<file path="config.mk">
export PLATFORM = sky130hd
export DESIGN_NAME = epc_axis
export DESIGN_NICKNAME = d
export VERILOG_FILES = /design/src/rtl/core/epc_pkg.sv /design/src/rtl/core/epc_axis.sv
export SDC_FILE = /design/constraint.sdc
export NUM_CORES = 1
export LEC_CHECK = 0
export ABC_AREA = 1
export CORE_MARGIN = 5
export CORE_UTILIZATION = 55
export CTS_BUF_LIST = sky130_fd_sc_hd__clkbuf_4 sky130_fd_sc_hd__clkbuf_8
export DETAILED_ROUTE_END_ITERATION = 7
export DONT_BUFFER_PORTS = 1
export HOLD_SLACK_MARGIN = 0.08
export PLACE_DENSITY = 0.77
export SYNTH_ARGS = -nofsm -noshare
export SYNTH_HDL_FRONTEND = slang
export SYNTH_SLANG_ARGS = --single-unit
</file>
<file path="constraint.sdc">
create_clock -name clk -period 4.4 [get_ports clk]
set_input_delay 0.88 -clock clk [delete_from_list [all_inputs] [get_ports clk]]
set_output_delay 0.88 -clock clk [all_outputs]
set_load 0.005 [all_outputs]
</file>
<file path="src/rtl/core/epc_pkg.sv">
// Shared constants, register map and stage-enable type for the ellipse pixel classifier.
`timescale 1ns / 1ps
`default_nettype none

package epc_pkg;

	localparam int EPC_COORD_WIDTH  = 16;
	localparam int EPC_RADIUS_WIDTH = 10;

	localparam int APB_DATA_W = 32;
	localparam int APB_ADDR_W = 4;

	localparam int OUT_TDATA_W = 8;

	typedef enum logic [1:0] {
		REG_CENTER_X          = 2'd0,
		REG_CENTER_Y          = 2'd1,
		REG_RADIUS_HORIZONTAL = 2'd2,
		REG_RADIUS_VERTICAL   = 2'd3
	} reg_idx_t;

	typedef struct packed {
		logic s1;
		logic s2;
		logic s3;
		logic s4;
		logic s5;
	} stage_en_t;

endpackage

`default_nettype wire

</file>
<file path="src/rtl/core/epc_axis.sv">
// One axis of the test: offset from the center, magnitude clamp and squares.
`timescale 1ns / 1ps
`default_nettype none

module epc_axis
	import epc_pkg::*;
#(
	parameter int COORD_WIDTH  = EPC_COORD_WIDTH,
	parameter int RADIUS_WIDTH = EPC_RADIUS_WIDTH
) (
	input  wire logic                        clk,
	input  wire stage_en_t                   en,
	input  wire logic signed [COORD_WIDTH-1:0] query,
	input  wire logic signed [COORD_WIDTH-1:0] center,
	input  wire logic [RADIUS_WIDTH-1:0]     radius,
	output logic                             far0_s3,
	output logic                             far1_s3,
	output logic [2*RADIUS_WIDTH-1:0]        sq0_s3,
	output logic [2*RADIUS_WIDTH-1:0]        sq1_s3
);

	localparam int DW   = COORD_WIDTH + 1;
	localparam int MW   = (DW > RADIUS_WIDTH) ? DW : RADIUS_WIDTH;
	localparam int SQ_W = 2 * RADIUS_WIDTH;

	logic signed [DW-1:0]     d_s1;
	logic [DW-1:0]            mag;
	logic [MW-1:0]            mag_ext;
	logic [MW-1:0]            rad_ext;
	logic                     far0_s2;
	logic                     far1_s2;
	logic [RADIUS_WIDTH-1:0]  a0_s2;
	logic [RADIUS_WIDTH-1:0]  a1_s2;

	always_ff @(posedge clk) begin
		if (en.s1) begin
			d_s1 <= DW'(query) - DW'(center);
		end
	end

	assign mag     = d_s1[DW-1] ? (~unsigned'(d_s1) + DW'(1)) : unsigned'(d_s1);
	assign mag_ext = MW'(mag);
	assign rad_ext = MW'(radius);

	// The pixel and its outward neighbor are each clamped to zero once they pass the radius.
	always_ff @(posedge clk) begin
		if (en.s2) begin
			far0_s2 <= mag_ext > rad_ext;
			far1_s2 <= mag_ext >= rad_ext;
			a0_s2   <= (mag_ext > rad_ext) ? '0 : mag_ext[RADIUS_WIDTH-1:0];
			a1_s2   <= (mag_ext >= rad_ext) ? '0
			           : mag_ext[RADIUS_WIDTH-1:0] + RADIUS_WIDTH'(1);
		end
	end

	always_ff @(posedge clk) begin
		if (en.s3) begin
			far0_s3 <= far0_s2;
			far1_s3 <= far1_s2;
			sq0_s3  <= SQ_W'(a0_s2) * SQ_W'(a0_s2);
			sq1_s3  <= SQ_W'(a1_s2) * SQ_W'(a1_s2);
		end
	end

endmodule

`default_nettype wire

</file>
=== After elaboration in Yosys (flattened, before gate mapping) ===
Index checks and enable logic that the tools add are counted.

* Add/subtract/negate cells: 3
* Multipliers: 2
* Magnitude comparators: 2
* Mux-type cells: 1
* Bitwise operators: 1

{| class="wikitable"
|+ Operator list
! cell !! count
|-
| $mul 10x10->20 || 2
|-
| $add 17x1->17 const B || 1
|-
| $ge 17x10->1 || 1
|-
| $gt 17x10->1 || 1
|-
| $mux 17 || 1
|-
| $not 17->17 || 1
|-
| $sub 16x16->17 || 1
|-
| $add 10x1->10 const B || 1
|}

* Register bits after elaboration: 81
* Input port bits: 48
* Output and inout bits: 42
* Logic and storage cells: 18

=== Logic depth before layout (Yosys ltp) ===
* Depth after elaboration: 4
* Mapped depth: 21
* Mapped depth without buffers: 20

=== Least setup slack after synthesis ===
No wires, ideal clock.

* Kind: reg-to-reg
* From: register a0_s2[7]
* To: register sq0_s3[16], data pin
* Library setup time: 252 ps
* Arrival: 4522 ps
* Data required time: 4148 ps
* Setup slack: -375 ps
* Stages on the path, launching flop included: 18
* Buffers on the path: 1
* Period minus slack after synthesis: 4775 ps
* Cell sequence: edfxtp_1 > clkbuf_1 > nand2_1 > fa_1 > fa_1 > inv_1 > fa_1 > fa_1 > inv_1 > fa_1 > inv_1 > ha_1 > a21oi_1 > o21ai_0 > a221oi_1 > nand2_1 > nand2_1 > nand2_1

* Cells in the longest elaborated chain, start to end: 1

{| class="wikitable"
|+ Ends and longest elaborated chain
! what !! line !! RTL
|-
| start, declared || epc_axis.sv:32 || <nowiki>logic [RADIUS_WIDTH-1:0] a0_s2;</nowiki>
|-
| start signal, assigned || epc_axis.sv:50 || <nowiki>a0_s2 <= (mag_ext > rad_ext) ? '0 : mag_ext[RADIUS_WIDTH-1:0];</nowiki>
|-
| $mul 10x10->20 || epc_axis.sv:60 || <nowiki>sq0_s3 <= SQ_W'(a0_s2) * SQ_W'(a0_s2);</nowiki>
|-
| end signal, assigned || epc_axis.sv:60 ||
|-
| end, declared || epc_axis.sv:18 || <nowiki>output logic [2*RADIUS_WIDTH-1:0] sq0_s3,</nowiki>
|}

Every way passes these cells.
A chain may end at the register's enable or synchronous reset.

=== Worst setup path after layout ===
* From: register a0_s2[8]
* To: register sq0_s3[19], data pin

Same word-level chain as after synthesis.

==> metrics.cfg <==
[drt]
drc=1
antenna_left=0
viasPerCell=5.65
drtPass1Iterations=7
wl_per_cell_um=18.2
drt-total-wl_um=28900
vias=8954
drt_iter0_markers=750

[pwr]
leakagePower_nw=6.88
p_per_area_nw_per_um2=228
ir_drop_mv=0.175
power_mw=2.90

[sta]
relSlewSlack_pct=46.7
fmax_mhz=207
worst_pin_slew_ns=0.799
post-route-period-util_pct=110
setup_viol=22
drv_slew=0
hold-worst-slack_ns=0.531
skew_ns=0.0157
period_needed_ns=4.84
hold_viol=0
rsz0062_at_grt=true
fin_ws_ns=-0.441

[status]
status=finished with violations
violations=DRC, setup timing

[logic_synthesis]
synth_common_cells=inv_1 (267), nand2_1 (248), ha_1 (124)
synth_ff_type=edfxtp_1
synthCells=1190
synth.cell_area_sq_um=9990
synth_edf_count=79
syn_avg_cell_area_sq_um=8.40
synth_top_cell_by_area=edfxtp_1
ys_ff_latch=79
async_reset_ff_share_pct=0
yosysWarnings=0
ys_types=39
seq_area_frac_synth_pct=23.7
synth_top_area_share_pct=23.7
ys_top_cells_by_area=edfxtp_1 (24%), fa_1 (19%), ha_1 (16%), inv_1 (10%), nand2_1 (9.3%)
yosysMostFrequentCell=inv_1

[clock_network]
cts.clk_slew.worst_paths_ns=0.09
cts_sinks=79
cts_buffer_depth=2
hold_buffers=0
cts_tree=yes
cts_buffers=9
cts_root_buf=clkbuf_8
clkLatencyLatePin_ns=0.39
htreeDepth=3

[layout]
layout.cells.non_filler=1586
utilization_pct=71.1
antennaDiodeCount=0
fillers=1113
drive_above_1_share_pct=30.1
area_delta_synth_final_pct=27.4
fin_nets=1619

[critical_path]
arrival_ns=4.96
timing.critical_path.to_type=register
cp_max_fo=5
worstSetupStartpoint=a0_s2[8]
criticalPathCategory=reg -> reg
r2r_slack_ns=-0.44
cp.required_ns=4.52
r2r-start=a0_s2[8]
start_kind=register

[placed_design]
preCtsSetupSlack_ns=-0.265
dp.cells=1517
dp_hpwl_um=17500
place_congestion=0.871
portBuffers=0

[floorplanning]
fp.dieH_um=145
die_w_um=145
core_area_sq_um=17900
rows=49
die_area_sq_um=21000
io_pins=90
initial_utilization_pct=55.8

[min_path]
hp-class=reg -> reg
worstHoldStart=far1_s2

[run]
cap_viol_max_count=0

[global_route]
grt_pass1_wl_um=41300
grtUsageTotal_pct=24.9
antenna_found_initial=0
grt_max_degree=41
grt_pass1_vias=8980
overflow=0

-- state kept, by name, indices dropped and copies added, names as in the netlist --
| register | flops |
|---|---|
| a0_s2 | 10 |
| a1_s2 | 10 |
| d_s1 | 17 |
| far0_s2 | 1 |
| far0_s3 | 1 |
| far1_s2 | 1 |
| far1_s3 | 1 |
| sq0_s3 | 19 |
| sq1_s3 | 19 |
-- power by group --
part | total [mW] | switching (mW) | internal (mW)
registers | 1.01 | 0.0772 | 0.937
clock network | 0.559 | 0.298 | 0.261
logic | 1.33 | 0.745 | 0.584
total | 2.90 | 1.12 | 1.78
-- worst max-delay path: stages, from the launching register on --
cell,delay (ns)
edfxtp_1,0.51
nand2_1,0.15
inv_1,0.10
fa_1,0.50
fa_1,0.55
inv_1,0.07
fa_1,0.56
inv_1,0.06
fa_1,0.45
ha_1,0.35
ha_4,0.28
a21oi_2,0.22
o21ai_1,0.13
a21oi_1,0.27
o211ai_1,0.18
xnor2_1,0.19
-- layout by cell type (no fill, tap or decap), types with 16 or more instances in the layout --
cell / netlist / layout
a21oi_1: 55 / 34
buf_4: 2 / 148
buf_6: 4 / 29
edfxtp_1: 79 / 79
fa_1: 95 / 86
ha_1: 124 / 89
ha_4: 0 / 32
inv_1: 267 / 239
inv_2: 6 / 32
nand2_1: 248 / 206
nand2_2: 6 / 38
nand3_1: 36 / 28
nor2_1: 68 / 59
nor2_2: 25 / 28
o21ai_0: 27 / 16
xnor2_1: 18 / 17
xor2_1: 44 / 41
-- layout make-up --
type                       instances  area [sq um]  area share, %
clock buffer                      10           131           1.03
sequential                        79          2370           18.6
inverter                         273          1030           8.09
timing repair buffer             177          1440           11.3
multi-input combinational        812          7420           58.3
tap                              229           287           2.25
clock inverter                     6          51.3          0.403
-- cell families after synthesis --
kind of cell    count (synthesis)  synth area share (%)
simple gates                  420                  18.5
buf+inv                       300                  11.7
flops                          79                  23.7
xor+xnor                       62                  5.43
compound gates                109                  6.10
other cells                     1                0.0375
fa+ha+maj                     219                  34.6
-- repair_timing --
item,4_1_cts,5_1_grt
gates cloned,0,0
endpoints found under the setup margin,24,25
setup buffers,33,23
gates resized for setup,117,113
pin swaps,65,77
-- through the flow --
stage / TNS [ns] / area [sq um]
finish: -4.68 / 12700
global route: -7.43 / 12700
CTS: -0.863 / 12100
detailed placement: -4.02 / 11200
global placement: -1.99 / 11200
floorplan: -0.0164 / 10100
-- path summary, 6_finish.rpt --
kind                endpoint  cells past startpoint
setup / recovery  sq0_s3[19]                     15
hold / removal       far1_s3                      0
setup reg to reg  sq0_s3[19]                     15
hold reg to reg      far1_s3                      0
-- layer usage --
metal / share of wire, % / vias up / track usage, %
li1: - / 4008 / -
met4: 5.6 / 0 / 10.5
met1: 37 / 4265 / 27.9
met3: 7.3 / 166 / 4.83
met5: 0 / - / 0
met2: 50 / 515 / 45.8
No activity file was read; power rests on OpenSTA's default activity.
