===== config.mk =====
export PLATFORM = sky130hd
export DESIGN_NAME = epc_decide
export DESIGN_NICKNAME = d
export VERILOG_FILES = /design/src/rtl/core/epc_pkg.sv /design/src/rtl/core/epc_decide.sv
export SDC_FILE = /design/constraint.sdc
export NUM_CORES = 2
export LEC_CHECK = 0
export BUFFER_PORTS_ARGS = -buffer_cell sky130_fd_sc_hd__buf_4
export CAP_MARGIN = 0
export CELL_PAD_IN_SITES_DETAIL_PLACEMENT = 0
export CELL_PAD_IN_SITES_GLOBAL_PLACEMENT = 1
export CORE_MARGIN = 5
export CORE_UTILIZATION = 30
export CTS_CLUSTER_SIZE = 20
export DETAILED_ROUTE_END_ITERATION = 12
export PLACE_DENSITY = 0.56
export SKIP_CTS_REPAIR_TIMING = 1
export SKIP_LAST_GASP = 1
export SYNTH_ARGS = -nofsm -noshare
export SYNTH_HDL_FRONTEND = slang
export SYNTH_SLANG_ARGS = --single-unit

===== constraint.sdc =====
create_clock -name clk -period 16.15 [get_ports clk]
set_input_delay 1.615 -clock clk [delete_from_list [all_inputs] [get_ports clk]]
set_output_delay 1.615 -clock clk [all_outputs]
set_load 0.01 [all_outputs]

===== src/rtl/core/epc_pkg.sv =====
// Shared constants, register map and stage-enable type for the ellipse pixel classifier.
`timescale 1ns / 1ps
`default_nettype none

package epc_pkg;

	localparam int EPC_COORD_WIDTH  = 16;
	localparam int EPC_RADIUS_WIDTH = 10;

	localparam int APB_DATA_W = 32;
	localparam int APB_ADDR_W = 4;

	localparam int OUT_TDATA_W = 8;

	typedef enum logic [1:0] {
		REG_CENTER_X          = 2'd0,
		REG_CENTER_Y          = 2'd1,
		REG_RADIUS_HORIZONTAL = 2'd2,
		REG_RADIUS_VERTICAL   = 2'd3
	} reg_idx_t;

	typedef struct packed {
		logic s1;
		logic s2;
		logic s3;
		logic s4;
		logic s5;
	} stage_en_t;

endpackage

`default_nettype wire


===== src/rtl/core/epc_decide.sv =====
// Scales the squared offsets by the opposite radius and compares against the bound.
`timescale 1ns / 1ps
`default_nettype none

module epc_decide
	import epc_pkg::*;
#(
	parameter int RADIUS_WIDTH = EPC_RADIUS_WIDTH
) (
	input  wire logic                      clk,
	input  wire stage_en_t                 en,
	input  wire logic                      far_x0,
	input  wire logic                      far_x1,
	input  wire logic                      far_y0,
	input  wire logic                      far_y1,
	input  wire logic [2*RADIUS_WIDTH-1:0] sq_x0,
	input  wire logic [2*RADIUS_WIDTH-1:0] sq_x1,
	input  wire logic [2*RADIUS_WIDTH-1:0] sq_y0,
	input  wire logic [2*RADIUS_WIDTH-1:0] sq_y1,
	input  wire logic [2*RADIUS_WIDTH-1:0] rx2,
	input  wire logic [2*RADIUS_WIDTH-1:0] ry2,
	input  wire logic [4*RADIUS_WIDTH-1:0] rr,
	output logic                           inside_s5,
	output logic                           border_s5
);

	localparam int P_W = 4 * RADIUS_WIDTH;
	localparam int S_W = P_W + 1;

	logic [P_W-1:0] px0_s4, px1_s4, py0_s4, py1_s4;
	logic           far0_s4, far1_s4;
	logic           in0, in1;

	always_ff @(posedge clk) begin
		if (en.s4) begin
			px0_s4  <= P_W'(sq_x0) * P_W'(ry2);
			px1_s4  <= P_W'(sq_x1) * P_W'(ry2);
			py0_s4  <= P_W'(sq_y0) * P_W'(rx2);
			py1_s4  <= P_W'(sq_y1) * P_W'(rx2);
			far0_s4 <= far_x0 | far_y0;
			far1_s4 <= far_x1 | far_y1;
		end
	end

	assign in0 = !far0_s4 && ((S_W'(px0_s4) + S_W'(py0_s4)) <= S_W'(rr));
	assign in1 = !far1_s4 && ((S_W'(px1_s4) + S_W'(py1_s4)) <= S_W'(rr));

	// The diagonal neighbor further out on both axes is outside whenever any neighbor is.
	always_ff @(posedge clk) begin
		if (en.s5) begin
			inside_s5 <= in0;
			border_s5 <= in0 && !in1;
		end
	end

endmodule

`default_nettype wire

Word-level counts from Yosys, hierarchy flattened

Cells that the tools add are included.

Word-level logic and storage cells: 24
Bits in registers: 164

Reduce and logical (&&, ||, !) cells: 6
Add/sub/neg operators: 2
Bitwise operators: 2
Magnitude comparators: 2
$mul: 4

Operators by type and width:

| kind                                                        | count |
|---|---|
| 20-bit by 20-bit multiplier with 40-bit output              | 4 |
| 40-bit by 40-bit adder with 41-bit output                   | 2 |
| 41-bit by 40-bit less-or-equal comparator with 1-bit output | 2 |
| 1-bit logical AND                                           | 3 |
| 1-bit logical NOT                                           | 3 |
| 1-bit OR                                                    | 2 |

Longest topological paths before layout

Word-level depth: 5
Mapped depth: 26
Gate-level depth less buffers: 25

Worst setup path before layout

Ideal clock, no wire load.

Kind: input port to flip-flop
From: input ry2[5]
To: register px0_s4[34], data pin
Data arrival time: 7.719 ns
Stages: 23
Data required time: 15.883 ns
Buffers on the path: 1
Setup slack: 8.164 ns
Path through: clkbuf_1 > and2_1 > fa_1 > inv_1 > fa_1 > fa_1 > fa_1 > inv_1 > fa_1 > fa_1 > inv_1 > fa_1 > inv_1 > ha_1 > a21o_1 > a211oi_1 > a2bb2oi_1 > o311ai_1 > o21a_1 > a311oi_1 > o21ai_1 > a2111oi_0 > nor2_1

Word-level cells in the longest chain between the ends: 1

Ends and longest elaborated chain:

| item                                           | line             | text |
|---|---|---|
| from (decl)                                    | epc_decide.sv:21 | `input wire logic [2*RADIUS_WIDTH-1:0] ry2,` |
| 20-bit by 20-bit multiplier with 40-bit output | epc_decide.sv:36 | `px0_s4 <= P_W'(sq_x0) * P_W'(ry2);` |
| to (signal assigned)                           | epc_decide.sv:36 |  |
| to (decl)                                      | epc_decide.sv:30 | `logic [P_W-1:0] px0_s4, px1_s4, py0_s4, py1_s4;` |

No other way between the ends.
A chain may end at the register's enable or synchronous reset.

Worst setup path in the final report

From: input ry2[3]
To: register px1_s4[39], data pin

Word-level cells in the longest chain between the ends: 1

Ends and longest elaborated chain:

| item                                           | line             | text |
|---|---|---|
| 20-bit by 20-bit multiplier with 40-bit output | epc_decide.sv:37 | `px1_s4 <= P_W'(sq_x1) * P_W'(ry2);` |
| to (signal assigned)                           | epc_decide.sv:37 |  |
| to (decl)                                      | epc_decide.sv:30 |  |

No other way between the ends.

==> metrics.cfg <==
[run_status]
status = complete, no violations

[timing]
timing.setup.tns_ps = 0
rsz0062_at_grt = false
worst_pin_slew_ps = 1130
slew_viol_final = 0
setup_slack_ps = 7600
slew_headroom_pct = 23.7
final_hold_viol_count = 0
final-setup-viol-count = 0
fin_crit_sh_pct = 52.9
fmax_mhz = 117
min_period_ps = 8550
finClkSkew_ps = 12.3

[clock_tree]
h-tree-depth = 4
clockBufferDepth = 2
clkSlewWorstSetupHoldPaths_ps = 70
cts_buffers = 17
cts-root-buf = clkbuf_16
cts_tree = built
clock_sinks = 164
clkLatencyLatePin_ps = 470

[layout]
nets = 9094
drive_gt1_share_pct = 3.36
areaGrowthSynthToFinish_pct = 6.47
fin_cells = 9727
final_core_util_pct = 32.2

[die]
start_util_pct = 30.2
dieArea_sq_um = 223000
rows = 169
ioPinCount = 172
coreArea_sq_um = 213000
die_w_um = 473
fp.dieH_um = 473

[detailed_routing]
dr.first_iter.drc_count = 2105
drt_first_pass_iters = 7
totalWireLength_um = 189000
wl_per_cell_um = 19.5
vias = 46042
antenna_left = 0
viasPerCell = 4.73
drc_errors = 0

[logic_synthesis]
syn_area_per_cell_sq_um = 9.13
synth_ff_type = edfxtp_1
synth_cell_types = 79
yosys_warnings = 0
syn-instance-count = 7029
async_reset_ff_share_pct = 0
syn_area_sq_um = 64200
ys_ff_latch = 164
syn_nets = 9241
synth-edff-count = 164
ys_seq_area_share_pct = 7.67

[grt]
track_usage_pct = 17.4
use_met2_pct = 31.6
use_met1_pct = 21.6
use_met3_pct = 1.43
grt_pass1_vias = 51473
grt_overflow_total = 0
grt_max_degree = 94
grt_pass1_wl_um = 300000
antenna_found_initial = 16
grt_busiest_layer = met2

[place]
numPortBuffers = 168
placed_cells = 9684
gp_congestion = 0.819
dpl_worst_slack_ps = 7150
dp_hpwl_um = 147000

[critical_path]
setup.worst_path.end_class = flop
critical_path_class = primary input to flop
start_kind = primary input
required_ps = 16360
cp_data_arrival_time_ps = 8760
crit_path_max_fanout = 40

[run]
max_cap_viol_count = 0

[worst_hold_path]
min_path_type = flop to flop

## sequential cells by signal, summed over array words and instances (netlist names)
name       count
far1_s4        1
px1_s4        40
px0_s4        40
far0_s4        1
py0_s4        40
py1_s4        40
border_s5      1
inside_s5      1
## stage by stage
step | instance area [sq um] | hold slack (ps)
6_report | 68300 | 902
5_1_grt | 68300 | 919
4_1_cts | 68300 | 886
3_5_place_dp | 67700 | 883
3_3_place_gp | 67700 | 902
2_1_floorplan | 64200 | 628
## worst paths after layout
check                     to  cells after the start      start  slack, ps
hold / removal     border_s5                      2    far0_s4        900
setup reg to reg   inside_s5                     19  py0_s4[0]       9500
setup / recovery  px1_s4[39]                     25     ry2[3]       7600
hold reg to reg    border_s5                      2    far0_s4        900
## layer usage
metal,vias to the layer above,part of all wire (%)
li1,21241,-
met1,23870,42
met2,735,51
met3,190,3.1
met4,6,4.2
met5,-,0.014
## final cells by class
type | instances | area (sq um)
clock inverters | 15 | 158
repair buffers | 169 | 1270
inverters | 1480 | 5560
well taps | 2821 | 3530
fillers | 22206 | 144000
clock buffers | 17 | 425
multi-input cells | 5050 | 52400
diodes | 11 | 27.5
flip-flops and latches | 164 | 4920
## critical path, cell delays in order
cell       delay [ps]
buf_4             470
and2_1            230
fa_1              440
fa_1              530
inv_1              60
fa_1              480
inv_1              60
fa_1              500
inv_1              60
fa_1              530
inv_1              50
fa_1              480
inv_1              50
fa_1              470
inv_1              40
ha_1              220
a2111oi_0         520
nand2_1            90
o21ai_0            80
a21oi_1           120
a31oi_1           480
o21ai_1           190
o31ai_1           610
o31ai_1           200
xnor2_1           160
## cells in the final DEF, fill, tap and decap left out, drive strengths merged, types with 8 or more instances in the layout
| master | synthesis | final |
|---|---|---|
| a2111oi | 18 | 18 |
| a211o | 8 | 8 |
| a211oi | 34 | 34 |
| a21boi | 10 | 10 |
| a21o | 126 | 126 |
| a21oi | 207 | 207 |
| a31o | 9 | 9 |
| a31oi | 21 | 21 |
| and2 | 901 | 901 |
| and3 | 18 | 18 |
| and4 | 10 | 10 |
| buf | 3 | 169 |
| clkbuf | 332 | 17 |
| diode | 0 | 11 |
| edfxtp | 164 | 164 |
| fa | 1282 | 1282 |
| ha | 760 | 760 |
| inv | 1480 | 1490 |
| nand2 | 816 | 816 |
| nand2b | 18 | 18 |
| nand3 | 44 | 44 |
| nand4 | 38 | 38 |
| nor2 | 125 | 125 |
| nor2b | 24 | 24 |
| nor3 | 42 | 42 |
| o211ai | 13 | 13 |
| o21a | 42 | 42 |
| o21ai | 125 | 125 |
| o21bai | 36 | 36 |
| o311ai | 10 | 10 |
| o31ai | 11 | 11 |
| o41ai | 10 | 10 |
| xnor2 | 152 | 152 |
| xor2 | 56 | 56 |
## Yosys cell counts (all sizes together), types with 5 or more instances
master   number  area (sq um)
nand3b        7          52.6
a21oi       207          1040
o21a         42           315
a31oi        21           138
nor2b        24           150
nor4          6          37.5
nand2b       18           113
ha          760          9510
nor2        125           469
a211o         8          70.1
or4           5          37.5
o211ai       13          97.6
o311ai       10          95.1
fa         1282         25700
and3         18           113
o21bai       36           270
nand3        44           220
a221oi        7          67.6
or3           5          31.3
nor3b         5          37.5
nand2       816          3070
a21o        126           946
edfxtp      164          4920
and2        901          5640
nand4        38           238
inv        1480          5560
o31a          6          61.3
a21boi       10          75.1
xor2         56           490
a211oi       34           260
clkbuf      332          1250
o41ai        10           110
a31o          9          78.8
and4         10          87.6
a2111oi      18           189
o31ai        11           111
xnor2       152          1330
nor3         42           210
o21ai       125           626
## cell families (layout without fill, tap and decap cells)
| group | after synthesis | count (layout) | share of synthesized area, % |
|---|---|---|---|
| flops | 164 | 164 | 7.67 |
| buf+inv | 1815 | 1681 | 10.6 |
| xor+xnor | 208 | 208 | 2.84 |
| other cells | 0 | 11 | 0 |
| fa+ha+maj | 2042 | 2042 | 54.8 |
| simple gates | 2073 | 2073 | 16.5 |
| mux | 2 | 2 | 0.0312 |
| compound gates | 725 | 725 | 7.56 |
Power is not shown: default switching activity piles up to over one toggle a cycle in this logic, so the estimate is an artifact.
