==> src/rtl/core/epc_pkg.sv <==
// Shared constants, register map and stage-enable type for the ellipse pixel classifier.
`timescale 1ns / 1ps
`default_nettype none

package epc_pkg;

	localparam int EPC_COORD_WIDTH  = 16;
	localparam int EPC_RADIUS_WIDTH = 10;

	localparam int APB_DATA_W = 32;
	localparam int APB_ADDR_W = 4;

	localparam int OUT_TDATA_W = 8;

	typedef enum logic [1:0] {
		REG_CENTER_X          = 2'd0,
		REG_CENTER_Y          = 2'd1,
		REG_RADIUS_HORIZONTAL = 2'd2,
		REG_RADIUS_VERTICAL   = 2'd3
	} reg_idx_t;

	typedef struct packed {
		logic s1;
		logic s2;
		logic s3;
		logic s4;
		logic s5;
	} stage_en_t;

endpackage

`default_nettype wire

==> src/rtl/core/epc_cfg_regs.sv <==
// APB register file holding the ellipse geometry and its derived squared radii.
`timescale 1ns / 1ps
`default_nettype none

module epc_cfg_regs
	import epc_pkg::*;
#(
	parameter int COORD_WIDTH  = EPC_COORD_WIDTH,
	parameter int RADIUS_WIDTH = EPC_RADIUS_WIDTH
) (
	input  wire logic                           clk,
	input  wire logic                           arst_n,
	input  wire logic                           psel,
	input  wire logic                           penable,
	input  wire logic                           pwrite,
	input  wire logic [APB_ADDR_W-1:0]          paddr,
	input  wire logic [APB_DATA_W-1:0]          pwdata,
	output logic      [APB_DATA_W-1:0]          prdata,
	output logic signed [COORD_WIDTH-1:0]       center_x,
	output logic signed [COORD_WIDTH-1:0]       center_y,
	output logic      [RADIUS_WIDTH-1:0]        rx_eff,
	output logic      [RADIUS_WIDTH-1:0]        ry_eff,
	output logic      [2*RADIUS_WIDTH-1:0]      rx2,
	output logic      [2*RADIUS_WIDTH-1:0]      ry2,
	output logic      [4*RADIUS_WIDTH-1:0]      rr
);

	localparam int SQ_W = 2 * RADIUS_WIDTH;
	localparam int RR_W = 4 * RADIUS_WIDTH;

	logic signed [COORD_WIDTH-1:0] cx_q;
	logic signed [COORD_WIDTH-1:0] cy_q;
	logic [RADIUS_WIDTH-1:0]       rh_q;
	logic [RADIUS_WIDTH-1:0]       rv_q;
	logic [SQ_W-1:0]               rx2_q;
	logic [SQ_W-1:0]               ry2_q;
	logic [RR_W-1:0]               rr_q;
	logic                          wr_en;
	reg_idx_t                      idx;

	assign wr_en = psel & penable & pwrite;
	assign idx   = reg_idx_t'(paddr[3:2]);

	always_ff @(posedge clk or negedge arst_n) begin
		if (!arst_n) begin
			cx_q <= '0;
			cy_q <= '0;
			rh_q <= RADIUS_WIDTH'(1);
			rv_q <= RADIUS_WIDTH'(1);
		end else if (wr_en) begin
			case (idx)
				REG_CENTER_X:          cx_q <= pwdata[COORD_WIDTH-1:0];
				REG_CENTER_Y:          cy_q <= pwdata[COORD_WIDTH-1:0];
				REG_RADIUS_HORIZONTAL: rh_q <= pwdata[RADIUS_WIDTH-1:0];
				REG_RADIUS_VERTICAL:   rv_q <= pwdata[RADIUS_WIDTH-1:0];
				default: ;
			endcase
		end
	end

	// A zero radius is treated as one pixel.
	assign rx_eff = (rh_q == '0) ? RADIUS_WIDTH'(1) : rh_q;
	assign ry_eff = (rv_q == '0) ? RADIUS_WIDTH'(1) : rv_q;

	// Derived products are registered: the squared radii from the effective radii, then their product from the squares.
	always_ff @(posedge clk or negedge arst_n) begin
		if (!arst_n) begin
			rx2_q <= SQ_W'(1);
			ry2_q <= SQ_W'(1);
			rr_q  <= RR_W'(1);
		end else begin
			rx2_q <= SQ_W'(rx_eff) * SQ_W'(rx_eff);
			ry2_q <= SQ_W'(ry_eff) * SQ_W'(ry_eff);
			rr_q  <= RR_W'(rx2_q) * RR_W'(ry2_q);
		end
	end

	always_comb begin
		case (idx)
			REG_CENTER_X:          prdata = APB_DATA_W'(unsigned'(cx_q));
			REG_CENTER_Y:          prdata = APB_DATA_W'(unsigned'(cy_q));
			REG_RADIUS_HORIZONTAL: prdata = APB_DATA_W'(rh_q);
			REG_RADIUS_VERTICAL:   prdata = APB_DATA_W'(rv_q);
			default:               prdata = '0;
		endcase
	end

	assign center_x = cx_q;
	assign center_y = cy_q;
	assign rx2      = rx2_q;
	assign ry2      = ry2_q;
	assign rr       = rr_q;

endmodule

`default_nettype wire

==> config.mk <==
export PLATFORM = sky130hd
export DESIGN_NAME = epc_cfg_regs
export DESIGN_NICKNAME = d
export VERILOG_FILES = /design/src/rtl/core/epc_pkg.sv /design/src/rtl/core/epc_cfg_regs.sv
export SDC_FILE = /design/constraint.sdc
export NUM_CORES = 1
export LEC_CHECK = 0
export BUFFER_PORTS_ARGS = -buffer_cell sky130_fd_sc_hd__buf_2
export CORE_MARGIN = 5
export CORE_UTILIZATION = 25
export CTS_CLUSTER_SIZE = 28
export DETAILED_ROUTE_END_ITERATION = 6
export GPL_ROUTABILITY_DRIVEN = 1
export GPL_TIMING_DRIVEN = 0
export PLACE_DENSITY_LB_ADDON = 0.08
export RECOVER_POWER = 100
export SYNTH_ARGS = -nofsm -noshare
export SYNTH_HDL_FRONTEND = slang
export SYNTH_SLANG_ARGS = --single-unit
==> constraint.sdc <==
create_clock -name clk -period 7.7 [get_ports clk]
set_input_delay 2.31 -clock clk [delete_from_list [all_inputs] [get_ports clk]]
set_output_delay 2.31 -clock clk [all_outputs]
set_load 0.02 [all_outputs]
# Word-level counts from Yosys, hierarchy flattened
# Index checks and enable logic that the tools add are counted.
# word_totals
register_bits,132
in_bits,41
output_inout_bits,164
word_cells,25
# op_classes
mul,3
eq_ne,3
mux,3
n_bitwise,2
n_reduce_logical,7
# ops
op,n
32-bit one-hot mux with 4 select lines,1
10-bit by 10-bit multiplier with 20-bit output,2
20-bit by 20-bit multiplier with 40-bit output,1
10-bit zero test,2
10-bit two-way mux,2
2-bit AND reduction,4
"2-bit equality test, second input constant",2
1-bit bitwise AND,2
"2-bit by 1-bit equality test with 1-bit output, second input constant",1
2-bit zero test,1

# Longest topological paths before layout
# depth
ltp_word,3
depth_mapped,25
mapped_depth_nobuf,23

# Least setup slack after synthesis
# OpenSTA, ideal clock, no wires.
# synth_timing
path_kind,reg2reg
start,"register ry2_q[11], in the netlist ry2[11]"
end,"register rr_q[37], in the netlist rr[37]"
setup_ns,0.069
arrival_time_ns,6.690
required_ns,7.631
path_slack_ns,0.940
path_stages_with_launch,25
path_buffers,2
synth_period_minus_slack_ns,6.760
path_cell_list,dfrtp_1 > clkbuf_1 > clkbuf_1 > nand2_1 > fa_1 > inv_1 > fa_1 > inv_1 > fa_1 > inv_1 > fa_1 > fa_1 > fa_1 > inv_1 > fa_1 > inv_1 > ha_1 > a21o_1 > a31oi_1 > inv_1 > or4b_4 > nand2_2 > o41ai_2 > a2111o_1 > nand3b_1
# synth_between
elab_chain_cells,1
# synth_lines
item,line_no,rtl
"start, declared",epc_cfg_regs.sv:36,logic [SQ_W-1:0] ry2_q;
"start signal, assigned",epc_cfg_regs.sv:73,ry2_q <= SQ_W'(ry_eff) * SQ_W'(ry_eff);
20-bit by 20-bit multiplier with 40-bit output,epc_cfg_regs.sv:74,rr_q <= RR_W'(rx2_q) * RR_W'(ry2_q);
"end signal, assigned",epc_cfg_regs.sv:74,
"end, declared",epc_cfg_regs.sv:37,logic [RR_W-1:0] rr_q;
# No other way between the ends.
# A chain may end at the register's enable or synchronous reset.

# Worst setup path in the final report
# layout_timing
start,"register ry2_q[10], in the netlist ry2[10]"
end,"register rr_q[38], in the netlist rr[38]"
# The elaborated chain is that of the path after synthesis.

==> reports/metrics.cfg <==
[min_path]
min_path_type = reg -> reg
hp-start = center_y[3]$_DFFE_PN0P_

[clock_tree]
numCtsBuffers = 17
clock_latency_ns = 0.50
cts_tree = yes
cts.reportedPaths.clkPinSlew_ns = 0.08
cts-hold-fix-buffers = 0
htree_levels = 4
cts_root_buf = clkbuf_16
cts_sinks = 129
clockBufferDepth = 2

[timing]
min_period_ns = 7.34
fin_crit_sh = 0.953
rsz0062_at_grt = false
setup_viol = 0
worst_slew_pin_slew_ns = 3.14
slew_headroom = -1.10
fin_worst_skew_ns = 0.0202
layout_setup_ws_ns = 0.361
finalHoldViolCount = 0
max_freq_mhz = 136
drv_slew = 54

[critical_path]
path_buf_inv = 7
max_stage_delay_ns = 0.72
cp_max_fo = 11
cp-end-kind = flop
cp.required_ns = 8.08
crit_path_start_kind = flop
cpMaxStageDelayCell = dfrtp_1
cp.arrival_ns = 7.72
cpLargestDelayFamily = adder cells
path_class = reg -> reg
reg2reg_from = ry2[10]$_DFF_PN0_
crit_top_cell = fa_1
crit_chain = clkbuf_2 -> and2_1 -> fa_1 -> inv_1 -> fa_1 -> fa_1 -> inv_1 -> fa_1 -> fa_1 -> fa_1 -> inv_1 -> fa_1 -> inv_1 -> ha_1 -> clkbuf_1 -> a21oi_1 -> o21ai_0 -> a221o_1 -> nor3_1 -> a221oi_2 -> buf_4 -> o21ai_2 -> o21ai_1 -> xor2_1
cp-startpoint = ry2[10]$_DFF_PN0_

[cells_and_area]
final_cell_mix = 458 x inv_1, 389 x fa_1, 258 x and2_1, 258 x ha_1, 230 x nand2_1
multi_input_area_mm2 = 0.0174
final_common_cell = inv_1
instances_no_fill = 3749
finalInstanceArea_mm2 = 0.0256
postLayoutCoreUtil = 0.285
syn2layout_area_growth_pct = 13.1
layout-drive-gt1-share = 0.0828
seqCellArea_mm2 = 0.00325
diodes = 0
layout.nets = 3248
fill_cells = 9698

[die]
core-area_mm2 = 0.0900
io_pins = 205
initial_core_util = 0.252
die_area_mm2 = 0.0968
die_w_um = 311
rows = 110
dieHeight_um = 311

[detailed_routing]
viasPerCell = 4.32
drt_pass1_iterations = 5
drc = 0
wl_per_cell_um = 18.8
num_vias = 16200
initialDrtViolationCount = 630
wl_mm = 70.5
antenna_left = 0

[run_status]
outcome = finished with violations
violations = max-capacitance violations, max-slew violations

[placed_design]
port_buffers = 165
dp_cells = 3720
placed_cell_area_mm2 = 0.0251
gp_routability_congestion = 0.822
hpwl_mm = 59.0
dp_slack_ns = -0.785

[job]
cap_viol_max_count = 1

[logic_synthesis]
synth_edf_count = 0
syn_inst = 2345
avgSynthCellArea_um2 = 9.67
yosys.cell_types.count = 66
ys_ff_latch = 129
ys_warn_count = 0
yosys_most_used_dff = dfrtp_1
yosysSeqAreaShare = 0.143
async_flop_share = 1.00
syn_area_mm2 = 0.0227

[global_route]
antenna_found_initial = 1
grt_pass1_wl_mm = 110
grt_overflow = 0
grt_pass1_vias = 18100
grtUsageTotal = 0.148
grt_max_degree = 78

## logic make-up (layout without fill, tap and decap cells)
family,Yosys count,in the layout,synth area share
muxes,72,72,0.0402
and+or+nand+nor,637,637,0.144
DFF,129,129,0.143
xor gates and xnor gates,78,78,0.0301
AOI/OAI and AO/OA,201,201,0.0578
adders and majority gates,647,647,0.486
buffers and inverters,580,775,0.0992
other,1,34,0.000165
## flip-flops by register name (all words and copies together) (netlist names)
name      cells
rx2          19
rr           39
center_y     16
rv_q         10
ry2          19
center_x     16
rh_q         10
## through the flow
step | hold WS, ns | setup TNS (ns)
global route | 0.560 | 0
finish | 0.536 | 0
global placement | 0.509 | -3.72
CTS | 0.537 | 0
detailed placement | 0.516 | -3.98
floorplan | 0.499 | 0
## synth_stat cells (4+ instances only)
| cell type | number | area (µm²) |
|---|---|---|
| clkbuf_1 | 100 | 375 |
| nor4_1 | 5 | 31.3 |
| a2111oi_0 | 4 | 35.0 |
| o21ai_1 | 6 | 30.0 |
| dfrtp_1 | 124 | 3100 |
| nand4_1 | 5 | 31.3 |
| mux2i_1 | 10 | 100 |
| or2_2 | 4 | 25.0 |
| o21bai_1 | 9 | 67.6 |
| o21a_1 | 7 | 52.6 |
| mux4_2 | 10 | 225 |
| nand2_1 | 231 | 867 |
| xor2_1 | 29 | 254 |
| a31oi_1 | 5 | 31.3 |
| inv_1 | 458 | 1720 |
| mux2_2 | 52 | 586 |
| a21o_1 | 30 | 225 |
| a211oi_1 | 5 | 37.5 |
| a31o_2 | 5 | 43.8 |
| nor2b_1 | 16 | 100 |
| and3_1 | 10 | 62.6 |
| nor2_1 | 48 | 180 |
| o21ai_0 | 39 | 195 |
| a21oi_1 | 62 | 310 |
| ha_1 | 258 | 3230 |
| nand3_1 | 20 | 100 |
| buf_4 | 19 | 143 |
| and2_1 | 269 | 1680 |
| nor3_1 | 14 | 70.1 |
| xnor2_1 | 49 | 429 |
| fa_1 | 389 | 7790 |
| dfstp_2 | 5 | 131 |
## cell type report
type | instances | area share
buffer | 118 | 0.0214
timing repair buffer | 167 | 0.0265
sequential | 129 | 0.127
inverter | 458 | 0.0671
clock buffer | 19 | 0.0177
tap | 1176 | 0.0574
multi-input combinational | 1669 | 0.677
clock inverter | 13 | 0.00581
## routing by layer
layer	track usage	up-vias	wire [µm]
li1	-	7622	-
met1	0.200	8231	33000
met2	0.248	278	33500
met3	0.0236	68	2350
met4	0.0401	0	1600
met5	0	-	0
## path summary, 6_finish.rpt
path	end	slack, ns	cells past startpoint
worst max-delay path	rr[38]$_DFF_PN0_	0.36	24
worst min-delay path	center_y[3]$_DFFE_PN0P_	0.54	1
worst max register to register	rr[38]$_DFF_PN0_	0.36	24
worst min register to register	center_y[3]$_DFFE_PN0P_	0.54	1
max in group asynchronous	center_y[12]$_DFFE_PN0P_	2.41	2
min in group asynchronous	ry2[18]$_DFF_PN0_	1.84	1
## repair_timing
| item | CTS | global route |
|---|---|---|
| setup endpoints to repair | 10 | 9 |
| pin swaps | 0 | 2 |
| gates resized for setup | 28 | 39 |
| buffers inserted | 0 | 1 |
## worst reg2reg max path: stages (launching register included)
cell and delay (ns):
dfrtp_1 0.72, clkbuf_2 0.42, and2_1 0.20, fa_1 0.41, inv_1 0.08, fa_1 0.43, fa_1 0.52, inv_1 0.06
fa_1 0.57, fa_1 0.43, fa_1 0.49, inv_1 0.05, fa_1 0.47, inv_1 0.04, ha_1 0.26, clkbuf_1 0.18
a21oi_1 0.23, o21ai_0 0.14, a221o_1 0.46, nor3_1 0.26, a221oi_2 0.09, buf_4 0.17, o21ai_2 0.27, o21ai_1 0.13
xor2_1 0.15
Power is left out: the tool's default activity adds up to more than one toggle a clock period on the data nets, which glitch-free logic cannot reach.
