**src/rtl/core/epc_pkg.sv**
```systemverilog
// Shared constants, register map and stage-enable type for the ellipse pixel classifier.
`timescale 1ns / 1ps
`default_nettype none

package epc_pkg;

	localparam int EPC_COORD_WIDTH  = 16;
	localparam int EPC_RADIUS_WIDTH = 10;

	localparam int APB_DATA_W = 32;
	localparam int APB_ADDR_W = 4;

	localparam int OUT_TDATA_W = 8;

	typedef enum logic [1:0] {
		REG_CENTER_X          = 2'd0,
		REG_CENTER_Y          = 2'd1,
		REG_RADIUS_HORIZONTAL = 2'd2,
		REG_RADIUS_VERTICAL   = 2'd3
	} reg_idx_t;

	typedef struct packed {
		logic s1;
		logic s2;
		logic s3;
		logic s4;
		logic s5;
	} stage_en_t;

endpackage

`default_nettype wire

```
**src/rtl/core/epc_pipe_ctrl.sv**
```systemverilog
// Valid bits and per-stage load enables for the five-stage classifier pipeline.
`timescale 1ns / 1ps
`default_nettype none

module epc_pipe_ctrl
	import epc_pkg::*;
(
	input  wire logic clk,
	input  wire logic arst_n,
	input  wire logic s_tvalid,
	output logic      s_tready,
	output logic      m_tvalid,
	input  wire logic m_tready,
	output stage_en_t en
);

	logic v_s1, v_s2, v_s3, v_s4, v_s5;
	logic rdy1, rdy2, rdy3, rdy4, rdy5;

	// A stage loads when it is empty or its contents move on, so bubbles collapse.
	assign rdy5 = !v_s5 || m_tready;
	assign rdy4 = !v_s4 || rdy5;
	assign rdy3 = !v_s3 || rdy4;
	assign rdy2 = !v_s2 || rdy3;
	assign rdy1 = !v_s1 || rdy2;

	always_ff @(posedge clk or negedge arst_n) begin
		if (!arst_n) begin
			v_s1 <= 1'b0;
			v_s2 <= 1'b0;
			v_s3 <= 1'b0;
			v_s4 <= 1'b0;
			v_s5 <= 1'b0;
		end else begin
			if (rdy1) v_s1 <= s_tvalid;
			if (rdy2) v_s2 <= v_s1;
			if (rdy3) v_s3 <= v_s2;
			if (rdy4) v_s4 <= v_s3;
			if (rdy5) v_s5 <= v_s4;
		end
	end

	assign en.s1    = rdy1;
	assign en.s2    = rdy2;
	assign en.s3    = rdy3;
	assign en.s4    = rdy4;
	assign en.s5    = rdy5;
	assign s_tready = rdy1;
	assign m_tvalid = v_s5;

endmodule

`default_nettype wire

```
**config.mk**
```make
export PLATFORM = sky130hd
export DESIGN_NAME = epc_pipe_ctrl
export DESIGN_NICKNAME = d
export VERILOG_FILES = /design/src/rtl/core/epc_pkg.sv /design/src/rtl/core/epc_pipe_ctrl.sv
export SDC_FILE = /design/constraint.sdc
export NUM_CORES = 1
export LEC_CHECK = 0
export ABC_AREA = 1
export BUFFER_PORTS_ARGS = -buffer_cell sky130_fd_sc_hd__buf_2
export CAP_MARGIN = 20
export CORE_AREA = 2 2 39 41
export CTS_BUF_LIST = sky130_fd_sc_hd__clkbuf_8
export DETAILED_ROUTE_END_ITERATION = 16
export DIE_AREA = 0 0 41 43
export GPL_TIMING_DRIVEN = 0
export HOLD_SLACK_MARGIN = 0.1
export PLACE_DENSITY = 0.34
export SLEW_MARGIN = 30
export SYNTH_ARGS = -nofsm -noshare
export SYNTH_HDL_FRONTEND = slang
export SYNTH_SLANG_ARGS = --single-unit
```
**constraint.sdc**
```tcl
create_clock -name clk -period 1.25 [get_ports clk]
set_input_delay 0.375 -clock clk [delete_from_list [all_inputs] [get_ports clk]]
set_output_delay 0.375 -clock clk [all_outputs]
set_load 0.02 [all_outputs]
```
# After elaboration in Yosys (flattened, before gate mapping)
# Index checks and enable logic that the tools add are counted.
# classes
reduce_logical,10
# ops
operator,count
$logic_not A1 Y1,5
$logic_or A1 B1 Y1,5
# word_totals
ff_bits,5
output_inout_bits,7
input_bits,4
elab_cells,15

# Logic depth before layout (Yosys ltp)
# Gate-level depths: netlist of the first run.
# depth
word_depth,6
depth_mapped,5
depth_no_buf,5

# Least setup slack after synthesis of the first run
# OpenSTA, ideal clock, no wires.
# synth_timing
kind,register to output
start,"register v_s5, in the netlist m_tvalid"
end,output port en[4] (netlist bit)
n_path_buf,1
path_stages_with_launch,5
slack_ps,-211
t_arrival_ps,1086
t_required_ps,875
cell_sequence,dfrtp_1 > nand3_2 > nor2_4 > nand3_2 > buf_4
# synth_via
elab_chain_len,6
# synth_rtl
element,line_no,rtl
"start, declared",epc_pipe_ctrl.sv:17,"logic v_s1, v_s2, v_s3, v_s4, v_s5;"
"start signal, assigned",epc_pipe_ctrl.sv:39,if (rdy5) v_s5 <= v_s4;
$logic_not A1 Y1,epc_pipe_ctrl.sv:21,assign rdy5 = !v_s5 || m_tready;
$logic_or A1 B1 Y1,epc_pipe_ctrl.sv:21,
$logic_or A1 B1 Y1,epc_pipe_ctrl.sv:22,assign rdy4 = !v_s4 || rdy5;
via rdy4,epc_pipe_ctrl.sv:18,"logic rdy1, rdy2, rdy3, rdy4, rdy5;"
$logic_or A1 B1 Y1,epc_pipe_ctrl.sv:23,assign rdy3 = !v_s3 || rdy4;
$logic_or A1 B1 Y1,epc_pipe_ctrl.sv:24,assign rdy2 = !v_s2 || rdy3;
$logic_or A1 B1 Y1,epc_pipe_ctrl.sv:25,assign rdy1 = !v_s1 || rdy2;
"end, declared",epc_pipe_ctrl.sv:14,output stage_en_t en
# The timed path passes the listed nets, and every way through them passes these cells.

==> reports/metrics.csv, run 1 <==
stage;metric;value;unit
placed_design;portBuffers;10;
pwr;max-vdd-ir-drop;878;uV
yosys;synth_top_family_by_area;simple AND/OR/NAND/NOR gates;
yosys;synth_edf_count;0;
critical_path;cp_data_arrival_time;1.17;ns
critical_path;worstReg2RegEnd;v_s2$_DFFE_PN0P_;
placed_design;gp_congestion;0.629;
floorplanning;start_util;17.7;%
worst_hold_path;holdCritPathClass;in2reg;
yosys;ys_ff_latch;5;
yosys;synth_nets;30;
grt;grt_pass1_vias;229;
placed_design;dpl.hpwl;326;um
sta;fin_skew;0.00254;ns
layout;fin_util;39.2;%
grt;overflow;0;
cts;numCtsBuffers;3;
routing;wirelength;598;um
sta;clock.fmax;0.648;GHz
yosys;synthCells;26;
yosys;ys.flop_type;dfrtp_1;
yosys;synth.distinct_cells;7;
critical_path;rr_worst_depth;9;
sta;setup_ws;-0.292;ns
yosys;synthAdderAreaFrac;0;%
sta;post-route-period-util;123;%
pwr;seqPwrFrac;26.3;%
yosys;synth-seq-area-share;51.0;%
yosys;synth_area;245;um2
critical_path;critPathCapture;en[4];
cts;clkSinkCount;5;
pwr;p_switching;0.210;mW
layout;nets;57;
routing;vias;239;
yosys;yosys.area.top_type;dfrtp_1;
critical_path;critPathLaunchType;register;
yosys;synth-compound-area-share;0;%
yosys;syn_area_per_cell;9.43;um2
layout;antenna_cells;0;
layout;n_fill_cell;147;
critical_path;crit_type;reg2out;
cts;cts.path.max_buffers;2;
critical_path;r2r_start;v_s4$_DFFE_PN0P_;
grt;track_usage;8.90;%
pwr;intPower;0.550;mW
cts;clkTransAtPathRegs;0.04;ns
sta;finalSetupViolations;8;
run;cap_violations;0;
grt;grt_max_degree;6;
routing;ant_nets;0;
floorplanning;dieArea;0.00176;mm2
cts;cts_tree;done;
status;violations;negative setup slack;
floorplanning;fp.coreArea;0.00138;mm2
sta;hold_viol_final;0;
sta;layout_min_cycle_time;1.54;ns
sta;rsz0062_at_grt;true;
sta;worstMarginPinSlew;0.154;ns
routing;wire_per_inst;8.79;um
routing;drt_pass1_iterations;2;
floorplanning;die_w;41;um
routing;drc;0;
yosys;synth_top_area_share;51.0;%
yosys;synthSimpleGateAreaFrac;24.5;%
pwr;p_per_area;1400;mW/mm2
floorplanning;num_io_pins;11;
pwr;p_sw_share;27.6;%
critical_path;regToRegSetupSlack;-0.12;ns
yosys;synth_xor_area_share;0;%
routing;avgViaCountPerCell;3.51;
grt;grt_pass1_wl;993;um
pwr;leakagePower;0.279;nW
pwr;p_comb_share;35.2;%
critical_path;startpoint;v_s4$_DFFE_PN0P_;
placed_design;pre_cts_slack;-0.299;ns
sta;max_slew_margin;89.7;%
floorplanning;die_height;43;um
status;status;finished, violations left;
yosys;synthArstFlopShare;100;%
routing;drtIter0Drc;3;
floorplanning;rows;14;
critical_path;critPathMaxFanout;3;
yosys;ys_top_cells_by_count;inv_1 (6), nand2_1 (6), buf_4 (5), dfrtp_1 (5), nand3_2 (2);
grt;antenna_found_initial;0;
cts;cts_root_buf;clkbuf_8;
yosys;yosys_warnings;0;
critical_path;required;0.88;ns
pwr;clkPwrFrac;38.5;%
cts;cts_max_level;1;
sta;slew_violations;0;
yosys;synthTopCellsByArea;dfrtp_1 (51%), buf_4 (15%), inv_1 (9.2%);
cts;clock_latency;0.22;ns
layout;syn_to_final_growth;121;%
layout;drive_gt1_share;73.1;%
critical_path;cp-end-kind;primary output;
yosys;synth_mux_area_share;0;%
==> per-layer routing <==
metal,share of wire [%],vias to the layer above,GRT usage (%),wire (um)
met5,0,-,0,0
met4,0,0,2.00,0
met3,7.9,0,6.28,47
met2,54,9,12.5,321
met1,38,109,10.9,228
li1,-,121,-,-
==> power by group through the flow <==
stage,Sequential [mW],Combinational (mW),Clock (mW)
6_report,0.200,0.268,0.293
5_1_grt,0.202,0.292,0.312
4_1_cts,0.199,0.247,0.297
3_5_place_dp,0.201,0.155,0
3_3_place_gp,0.201,0.155,0
2_1_floorplan,0.203,0.115,0
==> final cells by class <==
class	instances	area [um2]	area share, %
plain buffers	3	30.0	5.54
clock buffers	3	41.3	7.62
clock inverters	1	3.75	0.693
inverters	6	22.5	4.16
multi-input cells	10	87.6	16.2
flip-flops and latches	5	126	23.3
well taps	16	20.0	3.70
repair buffers	24	210	38.8
==> critical path, cell delays in order, from the launching register on <==
cell	delay, ns
dfrtp_1	0.38
nand3_4	0.09
nor2_4	0.14
nand3_4	0.09
buf_6	0.12
buf_6	0.12
==> cell families after synthesis <==
group         Yosys count
buf+inv                11
simple gates           10
flops                   5
==> state kept, by name, indices dropped and copies added, names as in the netlist <==
register,cells
v_s4,1
m_tvalid,1
v_s2,1
v_s1,1
v_s3,1
==> layout by cell type (no fill, tap or decap), types with 2 or more instances in the layout <==
cell / netlist / final
buf_6: 0 / 12
buf_4: 5 / 10
inv_1: 6 / 5
buf_2: 0 / 4
dfrtp_1: 5 / 4
nand2_1: 6 / 3
clkbuf_8: 0 / 3
inv_2: 0 / 2
nand3_4: 0 / 2
nand2_2: 0 / 2
==> through the flow <==
step | setup TNS, ns | instances | hold slack [ns] | power, mW | instance area (um2)
finish | -1.77 | 68 | 0.344 | 0.760 | 542
global route | -2.11 | 68 | 0.378 | 0.805 | 542
CTS | -1.68 | 67 | 0.346 | 0.743 | 512
detailed placement | -1.05 | 52 | 0.194 | 0.356 | 343
global placement | -1.02 | 52 | 0.195 | 0.356 | 343
floorplan | -0.112 | 26 | 0.0794 | 0.318 | 273
==> timing repair <==
action / in CTS / in global routing
hold buffers: 1 / 0
endpoints found under the hold margin: 5 / 0
setup endpoints to repair: 6 / 8
setup buffers: 12 / 4
pin swaps: 2 / 0
gates resized for setup: 15 / 6
==> worst min path at each step <==
stage                     cells after the start  slack, ns                    to  startpoint
final                                         3       0.34      v_s1$_DFFE_PN0P_    s_tvalid
after detailed placement                      1       0.19      v_s4$_DFFE_PN0P_      arst_n
after global placement                        1       0.19      v_s4$_DFFE_PN0P_      arst_n
after floorplan                               0       0.08  m_tvalid$_DFFE_PN0P_      arst_n
after global routing                          3       0.38      v_s1$_DFFE_PN0P_    s_tvalid
after CTS                                     3       0.35      v_s1$_DFFE_PN0P_    s_tvalid
No activity file was read; power rests on OpenSTA's default activity.
==> run 2: changes to the inputs <==
--- a/config.mk
+++ b/config.mk
@@ -14,7 +14,7 @@
 export DIE_AREA = 0 0 41 43
 export GPL_TIMING_DRIVEN = 0
 export HOLD_SLACK_MARGIN = 0.1
-export PLACE_DENSITY = 0.34
+export PLACE_DENSITY = 0.47
 export SLEW_MARGIN = 30
 export SYNTH_ARGS = -nofsm -noshare
 export SYNTH_HDL_FRONTEND = slang
==> run 2 against run 1 <==
The run still ends with negative setup slack left. Total power decreased by 6.3%. Hold slack worse by 0.0038 ns. Count of clock-buffer cells in the layout unchanged. Critical path type unchanged. First-iteration DRC count unchanged.
==> reports/metrics.csv, run 2 (synthesis results as in run 1) <==
stage;metric;value;unit
grt;grt_pass1_wl;738;um
pwr;p_per_area;1470;mW/mm2
placed_design;gp_congestion;0.632;
routing;avgViaCountPerCell;3.61;
routing;drc;0;
floorplanning;die_w;41;um
cts;cts.path.max_buffers;2;
sta;layout_min_cycle_time;1.54;ns
layout;drive_gt1_share;66.7;%
run;cap_violations;0;
placed_design;placedCellCount;52;
layout;final_common_cell;buf_6;
critical_path;required;0.88;ns
critical_path;crit_type;reg2out;
worst_hold_path;min_delay_path_depth;3;
grt;grt_pass1_vias;205;
layout;fin_util;35.1;%
cts;clkSinkCount;5;
sta;slew_violations;0;
critical_path;cp-end-kind;primary output;
cts;cts_tree;done;
pwr;leakagePower;0.249;nW
grt;antenna_found_initial;0;
status;violations;negative setup slack;
critical_path;critPathMaxFanout;3;
sta;worstMarginPinSlew;0.171;ns
sta;hold_viol_final;0;
status;status;finished, violations left;
placed_design;dpl.hpwl;314;um
routing;drt_pass1_iterations;2;
floorplanning;num_io_pins;11;
routing;wirelength;511;um
critical_path;critPathLaunchType;register;
layout;nets;50;
routing;vias;220;
floorplanning;die_height;43;um
cts;cts_root_buf;clkbuf_8;
sta;fin_skew;0.000101;ns
sta;rsz0062_at_grt;true;
floorplanning;start_util;17.7;%
critical_path;cp_data_arrival_time;1.17;ns
pwr;max-vdd-ir-drop;546;uV
grt;overflow;0;
layout;antenna_cells;0;
critical_path;rr_worst_depth;4;
grt;track_usage;6.98;%
routing;ant_nets;0;
sta;setup_ws;-0.291;ns
floorplanning;dieArea;0.00176;mm2
sta;finalSetupViolations;7;
sta;post-route-period-util;123;%
cts;cts_max_level;1;
cts;clkTransAtPathRegs;0.04;ns
worst_hold_path;holdCritPathClass;in2reg;
routing;wire_per_inst;8.38;um
cts;numCtsBuffers;3;
sta;clock.fmax;0.649;GHz
sta;max_slew_margin;88.6;%
floorplanning;fp.coreArea;0.00138;mm2
layout;final_cells;61;
cts;clock_latency;0.22;ns
routing;drtIter0Drc;3;
grt;grt_max_degree;6;
layout;syn_to_final_growth;98.0;%
placed_design;portBuffers;10;
layout;layout_common_cells;buf_6 (11), inv_1 (5), buf_4 (5);
floorplanning;rows;14;
[run 2: cell count changes in the layout (fill, tap and decap cells not counted)]
cell / change
buf_6: -1
nand2_1: +1
buf_2: -1
buf_4: -5
nand2_2: -1
[run 2: worst max-delay path, cell delays in order, from the launching register on]
cell and delay, ns:
dfrtp_2 0.38, nand3_4 0.09, nor2_4 0.13, nand3_4 0.10
buf_6 0.12, buf_6 0.12
[run 2: per-stage QoR]
stage / power [mW] / hold slack [ns] / area (um2) / setup slack [ns] / TNS [ns]
4_1_cts: 0.697 / 0.335 / 445 / -0.297 / -1.46
6_report: 0.712 / 0.340 / 485 / -0.291 / -1.43
3_5_place_dp: 0.355 / 0.199 / 343 / -0.288 / -1.03
3_3_place_gp: 0.355 / 0.198 / 343 / -0.296 / -1.05
5_1_grt: 0.748 / 0.360 / 485 / -0.330 / -1.64
2_1_floorplan: 0.318 / 0.0794 / 273 / -0.0842 / -0.112
[run 2: per-layer routing]
layer  share of wire, %  up-vias  track usage [%]
met5                  0        -                0
met1                 44       99             7.24
li1                   -      106                -
met4                4.1        0             10.0
met3                8.8        2             3.14
met2                 43       13             8.13
[run 2: where the power goes]
group	switching, mW	leakage, nW	total, mW	internal, mW
registers	0.0178	0.0516	0.200	0.183
clock network	0.0814	0.0269	0.292	0.211
logic	0.0978	0.170	0.220	0.122
total	0.197	0.249	0.712	0.515
[run 2: cell type report]
| cell class | instances | area [um2] |
|---|---|---|
| multi-input cells | 10 | 85.1 |
| fillers | 147 | 898 |
| plain buffers | 1 | 11.3 |
| clock inverters | 1 | 3.75 |
| inverters | 6 | 22.5 |
| repair buffers | 19 | 175 |
| flip-flops and latches | 5 | 126 |
| well taps | 16 | 20.0 |
| clock buffers | 3 | 41.3 |
[run 2: what timing repair did]
| action | CTS | global route |
|---|---|---|
| pin swaps | 2 | 1 |
| resized for setup | 13 | 8 |
| setup buffers | 3 | 5 |
| endpoints found under the hold margin | 5 | 0 |
| endpoints found under the setup margin | 6 | 7 |
| hold buffers | 1 | 0 |
[run 2: final timing paths]
| check | slack [ns] | endpoint | start |
|---|---|---|---|
| max | -0.29 | en[4] | m_tvalid$_DFFE_PN0P_ |
| min | 0.34 | v_s1$_DFFE_PN0P_ | s_tvalid |
| max reg2reg | 0.23 | v_s3$_DFFE_PN0P_ | m_tvalid$_DFFE_PN0P_ |
| min reg2reg | 0.47 | v_s4$_DFFE_PN0P_ | v_s3$_DFFE_PN0P_ |
| max in group asynchronous | 0.61 | m_tvalid$_DFFE_PN0P_ | arst_n |
| min in group asynchronous | 0.50 | v_s4$_DFFE_PN0P_ | arst_n |
